### src/rtl/mvt_pkg.sv
// Package with sizes, request codes and payload types of the valve timer.
`timescale 1ns / 1ps

package mvt_pkg;

  localparam int NUM_SECTIONS = 8;
  localparam int TIMER_BITS = 32;
  localparam int SHOWN_SECTIONS = (NUM_SECTIONS < 8) ? NUM_SECTIONS : 8;

  localparam logic [2:0] REQ_TICK = 3'd0;
  localparam logic [2:0] REQ_ONE_ON = 3'd1;
  localparam logic [2:0] REQ_ONE_OFF = 3'd2;
  localparam logic [2:0] REQ_MASK_ON = 3'd3;
  localparam logic [2:0] REQ_ALL_OFF = 3'd4;

  localparam logic STATUS_OK = 1'b0;
  localparam logic STATUS_BAD_SECTION = 1'b1;

  typedef logic [NUM_SECTIONS-1:0] section_vec_t;
  typedef logic [NUM_SECTIONS-1:0][TIMER_BITS-1:0] counter_bank_t;

  typedef struct packed {
    logic [2:0] req_type;
    logic [7:0] section_number;
    logic [7:0] section_select_mask;
    logic [31:0] run_seconds;
  } req_beat_t;

  typedef struct packed {
    logic [7:0] active_sections;
    logic master_on;
    logic [7:0] expired_sections;
    logic status;
  } rsp_beat_t;

endpackage

### src/rtl/mvt_if.sv
// Handshake interfaces for the request and result channels of the valve timer.
`timescale 1ns / 1ps

interface mvt_req_if;
  logic valid;
  logic ready;
  logic [2:0] req_type;
  logic [7:0] section_number;
  logic [7:0] section_select_mask;
  logic [31:0] run_seconds;

  modport source (
    output valid, req_type, section_number, section_select_mask, run_seconds,
    input ready
  );
  modport sink (
    input valid, req_type, section_number, section_select_mask, run_seconds,
    output ready
  );
endinterface

interface mvt_rsp_if;
  logic valid;
  logic ready;
  logic [7:0] active_sections;
  logic master_on;
  logic [7:0] expired_sections;
  logic status;

  modport source (
    output valid, active_sections, master_on, expired_sections, status,
    input ready
  );
  modport sink (
    input valid, active_sections, master_on, expired_sections, status,
    output ready
  );
endinterface

### src/rtl/multi_section_valve_timer_unit.sv
// Top level of the multi-section valve timer: request register, section update, result register.
`timescale 1ns / 1ps

// Each request beat produces exactly one result beat, which passes through the
// request register and then the result register. A new request is taken every
// cycle while the result side is not stalled, since all section flags and
// countdown counters update in parallel between the two registers. A tick counts
// down every running section with a nonzero counter and reports the sections that
// reach zero; a duration of zero runs until switched off. A section number outside
// the bank gives status 1 and leaves every section as it was.
module multi_section_valve_timer_unit (
  input logic clk,
  input logic rst,
  mvt_req_if.sink req,
  mvt_rsp_if.source rsp
);

  logic req_full;
  mvt_pkg::req_beat_t req_reg;
  logic rsp_full;
  mvt_pkg::rsp_beat_t rsp_reg;

  mvt_pkg::section_vec_t active;
  mvt_pkg::section_vec_t active_next;
  mvt_pkg::counter_bank_t counters;
  mvt_pkg::counter_bank_t counters_next;
  mvt_pkg::section_vec_t expired_next;
  logic status_next;
  mvt_pkg::rsp_beat_t rsp_next;
  logic advance;

  assign advance = req_full && (!rsp_full || rsp.ready);
  assign req.ready = !req_full || advance;

  always_comb begin
    logic section_ok;
    logic [mvt_pkg::TIMER_BITS-1:0] secs;
    active_next = active;
    counters_next = counters;
    expired_next = '0;
    status_next = mvt_pkg::STATUS_OK;
    secs = req_reg.run_seconds[mvt_pkg::TIMER_BITS-1:0];
    section_ok = (req_reg.section_number >= 8'd1) &&
                 (req_reg.section_number <= 8'(mvt_pkg::NUM_SECTIONS));
    unique case (req_reg.req_type)
      mvt_pkg::REQ_TICK: begin
        for (int i = 0; i < mvt_pkg::NUM_SECTIONS; i++) begin
          if (active[i] && counters[i] != '0) begin
            counters_next[i] = counters[i] - 1'b1;
            if (counters[i] == mvt_pkg::TIMER_BITS'(1)) begin
              active_next[i] = 1'b0;
              expired_next[i] = 1'b1;
            end
          end
        end
      end
      mvt_pkg::REQ_ONE_ON, mvt_pkg::REQ_ONE_OFF: begin
        if (!section_ok) begin
          status_next = mvt_pkg::STATUS_BAD_SECTION;
        end else begin
          for (int i = 0; i < mvt_pkg::NUM_SECTIONS; i++) begin
            if (req_reg.section_number == 8'(i + 1)) begin
              if (req_reg.req_type == mvt_pkg::REQ_ONE_ON) begin
                active_next[i] = 1'b1;
                counters_next[i] = secs;
              end else begin
                active_next[i] = 1'b0;
                counters_next[i] = '0;
              end
            end
          end
        end
      end
      mvt_pkg::REQ_MASK_ON: begin
        for (int i = 0; i < mvt_pkg::SHOWN_SECTIONS; i++) begin
          if (req_reg.section_select_mask[i]) begin
            active_next[i] = 1'b1;
            counters_next[i] = secs;
          end
        end
      end
      mvt_pkg::REQ_ALL_OFF: begin
        active_next = '0;
        counters_next = '0;
      end
      default: begin
      end
    endcase

    rsp_next = '0;
    for (int i = 0; i < mvt_pkg::SHOWN_SECTIONS; i++) begin
      rsp_next.active_sections[i] = active_next[i];
      rsp_next.expired_sections[i] = expired_next[i];
    end
    rsp_next.master_on = (active_next != '0);
    rsp_next.status = status_next;
  end

  always_ff @(posedge clk) begin
    if (rst) begin
      req_full <= 1'b0;
      rsp_full <= 1'b0;
      active <= '0;
      counters <= '0;
    end else begin
      if (req.valid && req.ready) begin
        req_full <= 1'b1;
      end else if (advance) begin
        req_full <= 1'b0;
      end
      if (advance) begin
        rsp_full <= 1'b1;
        active <= active_next;
        counters <= counters_next;
      end else if (rsp.ready) begin
        rsp_full <= 1'b0;
      end
    end
  end

  always_ff @(posedge clk) begin
    if (req.valid && req.ready) begin
      req_reg.req_type <= req.req_type;
      req_reg.section_number <= req.section_number;
      req_reg.section_select_mask <= req.section_select_mask;
      req_reg.run_seconds <= req.run_seconds;
    end
    if (advance) begin
      rsp_reg <= rsp_next;
    end
  end

  assign rsp.valid = rsp_full;
  assign rsp.active_sections = rsp_reg.active_sections;
  assign rsp.master_on = rsp_reg.master_on;
  assign rsp.expired_sections = rsp_reg.expired_sections;
  assign rsp.status = rsp_reg.status;

  // While a result waits, the section state is the state that result reports.
  a_master_matches_state: assert property (@(posedge clk) disable iff (rst)
    rsp.valid |-> (rsp.master_on == (active != '0)))
    else $error("master flag disagrees with section state");

  a_stall_keeps_state: assert property (@(posedge clk) disable iff (rst)
    (rsp.valid && !rsp.ready) |=> ($stable(active) && $stable(counters)))
    else $error("section state changed while a result was stalled");

  a_expired_are_off: assert property (@(posedge clk) disable iff (rst)
    rsp.valid |-> ((rsp.expired_sections & rsp.active_sections) == 8'd0))
    else $error("expired section still reported active");

  a_bad_section_no_change: assert property (@(posedge clk) disable iff (rst)
    (advance && status_next == mvt_pkg::STATUS_BAD_SECTION) |=>
      ($stable(active) && $stable(counters)))
    else $error("out of range section number changed state");

endmodule
### src/flat_wrapper.sv
// flat-port wrapper written by rule: the top's interface ports become plain ports
module multi_section_valve_timer_unit_flat 
  (clk, rst, req_valid, req_req_type, req_section_number, req_section_select_mask, req_run_seconds, req_ready, rsp_valid, rsp_active_sections, rsp_master_on, rsp_expired_sections, rsp_status, rsp_ready);
  mvt_req_if req_i ();
  mvt_rsp_if rsp_i ();
  input logic clk;
  input logic rst;
  input wire logic [$bits(req_i.valid)-1:0] req_valid;
  input wire logic [$bits(req_i.req_type)-1:0] req_req_type;
  input wire logic [$bits(req_i.section_number)-1:0] req_section_number;
  input wire logic [$bits(req_i.section_select_mask)-1:0] req_section_select_mask;
  input wire logic [$bits(req_i.run_seconds)-1:0] req_run_seconds;
  output wire logic [$bits(req_i.ready)-1:0] req_ready;
  output wire logic [$bits(rsp_i.valid)-1:0] rsp_valid;
  output wire logic [$bits(rsp_i.active_sections)-1:0] rsp_active_sections;
  output wire logic [$bits(rsp_i.master_on)-1:0] rsp_master_on;
  output wire logic [$bits(rsp_i.expired_sections)-1:0] rsp_expired_sections;
  output wire logic [$bits(rsp_i.status)-1:0] rsp_status;
  input wire logic [$bits(rsp_i.ready)-1:0] rsp_ready;
  assign req_i.valid = req_valid;
  assign req_i.req_type = req_req_type;
  assign req_i.section_number = req_section_number;
  assign req_i.section_select_mask = req_section_select_mask;
  assign req_i.run_seconds = req_run_seconds;
  assign req_ready = req_i.ready;
  assign rsp_valid = rsp_i.valid;
  assign rsp_active_sections = rsp_i.active_sections;
  assign rsp_master_on = rsp_i.master_on;
  assign rsp_expired_sections = rsp_i.expired_sections;
  assign rsp_status = rsp_i.status;
  assign rsp_i.ready = rsp_ready;
  multi_section_valve_timer_unit u_core (.clk(clk), .rst(rst), .req(req_i), .rsp(rsp_i));
endmodule
### config.mk
export PLATFORM = sky130hd
export DESIGN_NAME = multi_section_valve_timer_unit_flat
export DESIGN_NICKNAME = d
export VERILOG_FILES = /design/src/rtl/mvt_pkg.sv /design/src/rtl/mvt_if.sv /design/src/rtl/multi_section_valve_timer_unit.sv /design/src/flat_wrapper.sv
export SDC_FILE = /design/constraint.sdc
export NUM_CORES = 1
export LEC_CHECK = 0
export ABC_AREA = 1
export BUFFER_PORTS_ARGS = -buffer_cell sky130_fd_sc_hd__buf_2
export CAP_MARGIN = 10
export CORE_ASPECT_RATIO = 0.9
export CORE_UTILIZATION = 60
export DETAILED_ROUTE_END_ITERATION = 12
export PLACE_DENSITY_LB_ADDON = 0.05
export SLEW_MARGIN = 10
export SYNTH_ARGS = -nofsm -noshare
export SYNTH_HDL_FRONTEND = slang
export SYNTH_SLANG_ARGS = --single-unit
export TNS_END_PERCENT = 1
### constraint.sdc
create_clock -name clk -period 2.6 [get_ports clk]
set_input_delay 0.26 -clock clk [delete_from_list [all_inputs] [get_ports clk]]
set_output_delay 0.26 -clock clk [all_outputs]
set_load 0.005 [all_outputs]
==> results of run 1 <==
[metrics by stage]
step,cells,instance area (um2),hold WS (ps)
2_1_floorplan,3419,21000,359
3_3_place_gp,3910,22000,436
3_5_place_dp,3910,22000,438
4_1_cts,4028,23800,22.1
5_1_grt,4032,23800,63.6
6_report,4036,23800,32.5
[worst max-delay path, stage by stage (launching register included)]
cell      delay (ps)
edfxtp_1         450
inv_2            100
nand2_2           80
nand2_1          150
nand2_2          260
a211oi_1         480
buf_4            190
nand2_1          110
inv_2            290
nand2_1          100
nand2_1           80
a21oi_1           50
[layout make-up]
class                           count  area [um2]
Multi-Input combinational cell   2648       11800
Fill cell                        3052       10400
Sequential cell                   335        7400
Timing Repair Buffer              198        1580
Inverter                          322        1220
Clock buffer                       53        1110
Tap cell                          462         578
Clock inverter                     14        93.8
Antenna cell                        4        10.0
[cell usage after synthesis]
| cell type | count | area, um2 |
|---|---|---|
| o21ai_2 | 1 | 8.76 |
| o21bai_1 | 7 | 52.6 |
| dfxtp_1 | 266 | 5330 |
| nor4_1 | 3 | 18.8 |
| edfxtp_1 | 69 | 2070 |
| nand3_2 | 1 | 10.0 |
| a211oi_2 | 2 | 25.0 |
| nand2_2 | 7 | 43.8 |
| nand2_1 | 851 | 3190 |
| o21a_1 | 5 | 37.5 |
| o21ai_0 | 294 | 1470 |
| buf_1 | 6 | 22.5 |
| and3_1 | 1 | 6.26 |
| o21ai_1 | 7 | 35.0 |
| xor2_1 | 60 | 526 |
| nand4_1 | 45 | 282 |
| nand3_1 | 150 | 751 |
| buf_2 | 46 | 230 |
| or2_2 | 5 | 31.3 |
| a211oi_4 | 1 | 20.0 |
| xnor2_1 | 16 | 140 |
| clkbuf_1 | 55 | 206 |
| o31ai_1 | 2 | 15.0 |
| nor3_1 | 64 | 320 |
| a21oi_1 | 247 | 1240 |
| nor2_2 | 2 | 12.5 |
| inv_1 | 311 | 1170 |
| and2_1 | 3 | 18.8 |
| a21boi_0 | 5 | 37.5 |
| buf_4 | 4 | 30.0 |
| inv_2 | 9 | 33.8 |
| a211oi_1 | 7 | 52.6 |
| nor3b_1 | 4 | 30.0 |
| clkinv_1 | 2 | 7.51 |
| nor2_1 | 828 | 3110 |
| buf_6 | 3 | 33.8 |
| ha_1 | 24 | 300 |
| a31oi_1 | 2 | 12.5 |
| nand3b_1 | 4 | 30.0 |
[kinds of logic (layout without fill, tap and decap cells)]
logic type | Yosys count | count (layout) | synth area share (%)
flops | 335 | 335 | 35.3
fa+ha+maj | 24 | 24 | 1.43
buf+inv | 436 | 587 | 8.26
compound gates | 580 | 580 | 14.3
simple gates | 1968 | 1968 | 37.5
xor+xnor | 76 | 76 | 3.18
other cells | 0 | 4 | 0
[repair_timing]
item / 4_1_cts / 5_1_grt
setup endpoints to repair: 0 / 63
endpoints found under the hold margin: 51 / 0
resized for setup: 0 / 4
hold buffers: 51 / 0
setup buffers: 0 / 2
[layer usage]
| layer | part of all wire, % | vias to the layer above | GRT usage (%) |
|---|---|---|---|
| met5 | 0 | - | 0 |
| met4 | 5.1 | 0 | 21.2 |
| met3 | 11 | 223 | 7.77 |
| met2 | 44 | 1347 | 62.4 |
| met1 | 40 | 10600 | 52.9 |
| li1 | - | 11200 | - |
[where the power goes]
part,internal (uW),switching (uW),total (uW)
Combinational,1580,3190,4770
Clock,3080,2280,5360
Sequential,5600,274,5880
[worst paths after layout]
path | cells past startpoint | to | startpoint | slack (ps)
setup / recovery | 11 | u_core.counters[203]$_SDFFE_PP0P_ | u_core.req_reg[49]$_DFFE_PP_ | 100
hold / removal | 3 | u_core.req_full$_SDFFE_PP0P_ | req_valid | 30
setup reg to reg | 11 | u_core.counters[203]$_SDFFE_PP0P_ | u_core.req_reg[49]$_DFFE_PP_ | 100
hold reg to reg | 2 | u_core.counters[228]$_SDFFE_PP0P_ | u_core.counters[228]$_SDFFE_PP0P_ | 490
==> results.sh, run 1 <==
export IMPL_status="complete, no violations"
export IMPL_rsz0062_at_grt="no"
export IMPL_ys_seq_area_share_pct=35.3
export IMPL_max_freq_ghz=0.400
export IMPL_ys_seq_elements=335
export IMPL_grt_ovfl_total=0
export IMPL_gp_congestion=0.960
export IMPL_io_buffers=74
export IMPL_worst_slack_ps=98.7
export IMPL_drv_slew=0
export IMPL_layout_common_cells="nand2_1 (851), nor2_1 (827), inv_1 (309)"
export IMPL_cp_start_kind="register"
export IMPL_wl_um=73600
export IMPL_clkTransAtPathRegs_ps=60
export IMPL_cts_tree="done"
export IMPL_area_growth_synth_to_final_pct=13.7
export IMPL_synth_cell_types=39
export IMPL_hold_violations=0
export IMPL_largest_reg_flops=256
export IMPL_cts_max_level=2
export IMPL_power_uw=16000
export IMPL_routed_via_density=5.79
export IMPL_syn_nets=3498
export IMPL_required_ps=3000
export IMPL_ir_worst_vdd_uv=589
export IMPL_worst_pin_slew_ps=802
export IMPL_synth_cells=3419
export IMPL_antenna_found_initial=3
export IMPL_grt_max_degree=124
export IMPL_avgRoutedWirePerCell_um=18.2
export IMPL_root_buffer="clkbuf_16"
export IMPL_grt_pass1_vias=20800
export IMPL_grt_pass1_wl_um=111000
export IMPL_final_common_cell="nand2_1"
export IMPL_cellLeakagePower_uw=0.0118
export IMPL_dpl_worst_slack_ps=143
export IMPL_min_period_over_period_pct=96.2
export IMPL_cap_viol_max_count=0
export IMPL_chipHeight_um=179
export IMPL_fp_coreArea_mm2=0.0342
export IMPL_final_util_pct=69.7
export IMPL_syn_area_mm2=0.0210
export IMPL_arrival_ps=2900
export IMPL_setup_viol=0
export IMPL_postSynthAreaPerCell_um2=6.13
export IMPL_dp_hpwl_um=48300
export IMPL_postRouteAntennaNets=0
export IMPL_crit_fanout=17
export IMPL_critPathKind="reg2reg"
export IMPL_tns_ps=0
export IMPL_drc=0
export IMPL_period_needed_ps=2500
export IMPL_io_pins=75
export IMPL_insertion_delay_ps=550
export IMPL_p_per_area_mw_per_mm2=672
export IMPL_cts_max_path_buffers=3
export IMPL_num_rows=64
export IMPL_dieWidth_um=199
export IMPL_dr_total_vias=23400
export IMPL_gr_usage_all_layers_pct=40.2
export IMPL_synth_yosys_warnings=0
export IMPL_dr_pass1_iters=7
export IMPL_drt_iter0_drc=2556
export IMPL_crit_path_end_kind="register"
export IMPL_die_area_mm2=0.0357
export IMPL_start_util_pct=61.3
export IMPL_drive_gt1_share_pct=6.55
export IMPL_skew_ps=13.7
export IMPL_cts_buffers=39
export IMPL_relSlewSlack_pct=46.5
export IMPL_nets=3623
export IMPL_cts_num_sinks=335
export IMPL_hp_class="in2reg"
Power figures use the tool's default switching activity.
==> run 2, diff against run 1 <==
Settings changed: RECOVER_POWER from default to 50.
==> results.sh, run 2 (synthesis gave the netlist of run 1 again) <==
export IMPL_antenna_found_initial=3
export IMPL_avgRoutedWirePerCell_um=18.2
export IMPL_dr_total_vias=23300
export IMPL_min_period_over_period_pct=96.0
export IMPL_period_needed_ps=2500
export IMPL_nets=3623
export IMPL_dieWidth_um=199
export IMPL_p_switching_uw=5740
export IMPL_num_rows=64
export IMPL_drc=0
export IMPL_insertion_delay_ps=550
export IMPL_cts_max_level=2
export IMPL_nFillCells=3072
export IMPL_max_freq_ghz=0.400
export IMPL_dpl_worst_slack_ps=143
export IMPL_grt_max_degree=124
export IMPL_multiInputGateArea_mm2=0.0118
export IMPL_gr_usage_all_layers_pct=40.2
export IMPL_io_pins=75
export IMPL_grt_pass1_vias=20800
export IMPL_gp_congestion=0.960
export IMPL_cap_viol_max_count=0
export IMPL_dr_pass1_iters=7
export IMPL_root_buffer="clkbuf_16"
export IMPL_dp_hpwl_um=48300
export IMPL_hold_violations=0
export IMPL_p_sw_share_pct=35.9
export IMPL_drv_slew=0
export IMPL_worstRegToRegCells=11
export IMPL_cts_buffers=39
export IMPL_worst_slack_ps=103
export IMPL_regArea_mm2=0.00740
export IMPL_largest_reg_flops=256
export IMPL_cts_num_sinks=335
export IMPL_critPathKind="reg2reg"
export IMPL_fp_coreArea_mm2=0.0342
export IMPL_wl_um=73600
export IMPL_tns_ps=0
export IMPL_routed_via_density=5.76
export IMPL_hp_class="in2reg"
export IMPL_io_buffers=74
export IMPL_start_util_pct=61.3
export IMPL_layout_common_cells="nand2_1 (852), nor2_1 (827), inv_1 (311)"
export IMPL_final_util_pct=69.4
export IMPL_arrival_ps=2990
export IMPL_cellLeakagePower_uw=0.0117
export IMPL_clkTransAtPathRegs_ps=60
export IMPL_cts_max_path_buffers=3
export IMPL_ir_worst_vdd_uv=589
export IMPL_relSlewSlack_pct=23.7
export IMPL_die_area_mm2=0.0357
export IMPL_cts_tree="done"
export IMPL_rsz0062_at_grt="no"
export IMPL_status="complete, no violations"
export IMPL_r2r_end="u_core.counters[153]$_SDFFE_PP0P_"
export IMPL_setup_viol=0
export IMPL_r2r_start="u_core.req_reg[48]$_DFFE_PP_"
export IMPL_min_from="req_valid"
export IMPL_clkPwrFrac_pct=33.5
export IMPL_crit_fanout=61
export IMPL_p_per_area_mw_per_mm2=673
export IMPL_grt_pass1_wl_um=111000
export IMPL_worst_pin_slew_ps=1150
export IMPL_final_common_cell="nand2_1"
export IMPL_postRouteAntennaNets=0
export IMPL_cp_start_kind="register"
export IMPL_chipHeight_um=179
export IMPL_crit_path_end_kind="register"
export IMPL_drive_gt1_share_pct=5.69
export IMPL_pwr_share_seq_pct=36.8
export IMPL_required_ps=3090
export IMPL_skew_ps=9.83
export IMPL_area_growth_synth_to_final_pct=13.3
export IMPL_rrSetupSlack_ps=100
export IMPL_hold_path_endpoint="u_core.req_full$_SDFFE_PP0P_"
export IMPL_grt_ovfl_total=0
export IMPL_combPwrFrac_pct=29.7
export IMPL_holdPathStages=3
export IMPL_drt_iter0_drc=2528
export IMPL_internal_power_uw=10300
run 2: cell types whose count changed in the layout (fill, tap and decap cells not counted), sizes merged:
cell,previous run,this run
clkbuf,54,89
buf,146,111
diode,4,3
run 2: worst max path at each step:
stage / startpoint / endpoint / depth (start not counted)
2_1_floorplan: u_core.rsp.valid$_SDFFE_PP0P_ / u_core.counters[138]$_SDFFE_PP0P_ / 11
3_3_place_gp: u_core.req_reg[48]$_DFFE_PP_ / u_core.counters[203]$_SDFFE_PP0P_ / 10
3_5_place_dp: u_core.req_reg[48]$_DFFE_PP_ / u_core.counters[40]$_SDFFE_PP0P_ / 10
4_1_cts: u_core.req_reg[48]$_DFFE_PP_ / u_core.counters[40]$_SDFFE_PP0P_ / 10
5_1_grt: u_core.req_reg[50]$_DFFE_PP_ / u_core.counters[101]$_SDFFE_PP0P_ / 12
6_report: u_core.req_reg[48]$_DFFE_PP_ / u_core.counters[153]$_SDFFE_PP0P_ / 11
run 2: repair_timing:
action,in CTS,in global routing
setup buffers,0,2
gates resized for setup,0,4
endpoints found under the setup margin,0,63
hold endpoints to repair,51,0
hold buffers,51,0
run 2: power by group through the flow:
stage | Sequential (uW) | Combinational (uW) | Clock, uW
2_1_floorplan | 5890 | 3410 | 0
3_3_place_gp | 5960 | 4390 | 0
3_5_place_dp | 5970 | 4500 | 0
4_1_cts | 5860 | 4600 | 5360
5_1_grt | 5910 | 5310 | 5590
6_report | 5880 | 4750 | 5360
run 2: area by class of cell:
type                       count  share of cell area, %
antenna                        3                 0.0316
clock buffer                  53                   4.68
clock inverter                14                  0.395
inverter                     322                   5.12
multi-input combinational   2648                   49.8
sequential                   335                   31.2
tap                          462                   2.43
timing repair buffer         198                   6.39
run 2: through the flow:
stage               power (uW)  hold slack, ps  cell area (um2)  cells
global placement         10400             436            22000   3910
floorplan                 9300             359            21000   3419
CTS                      15800            22.1            23800   4028
detailed placement       10500             438            22000   3910
finish                   16000            8.05            23700   4035
global route             16800            44.1            23700   4032
run 2: metal layers:
layer  vias up  track usage, %  wire (um)
met5         -               0          0
met1     10600            52.9      29500
met2      1264            62.4      32400
li1      11200               -          -
met3       203            7.77       8100
met4         0            21.2       3690
run 2: critical path, stage by stage, from the launching register on:
cell and delay [ps]:
edfxtp_1 420, inv_2 100, nor2_2 50, nand2_2 300
o21ai_1 240, nor2_4 170, buf_12 140, buf_6 530
nand2_1 130, nor2_1 140, nor3_1 60, nor2_1 110
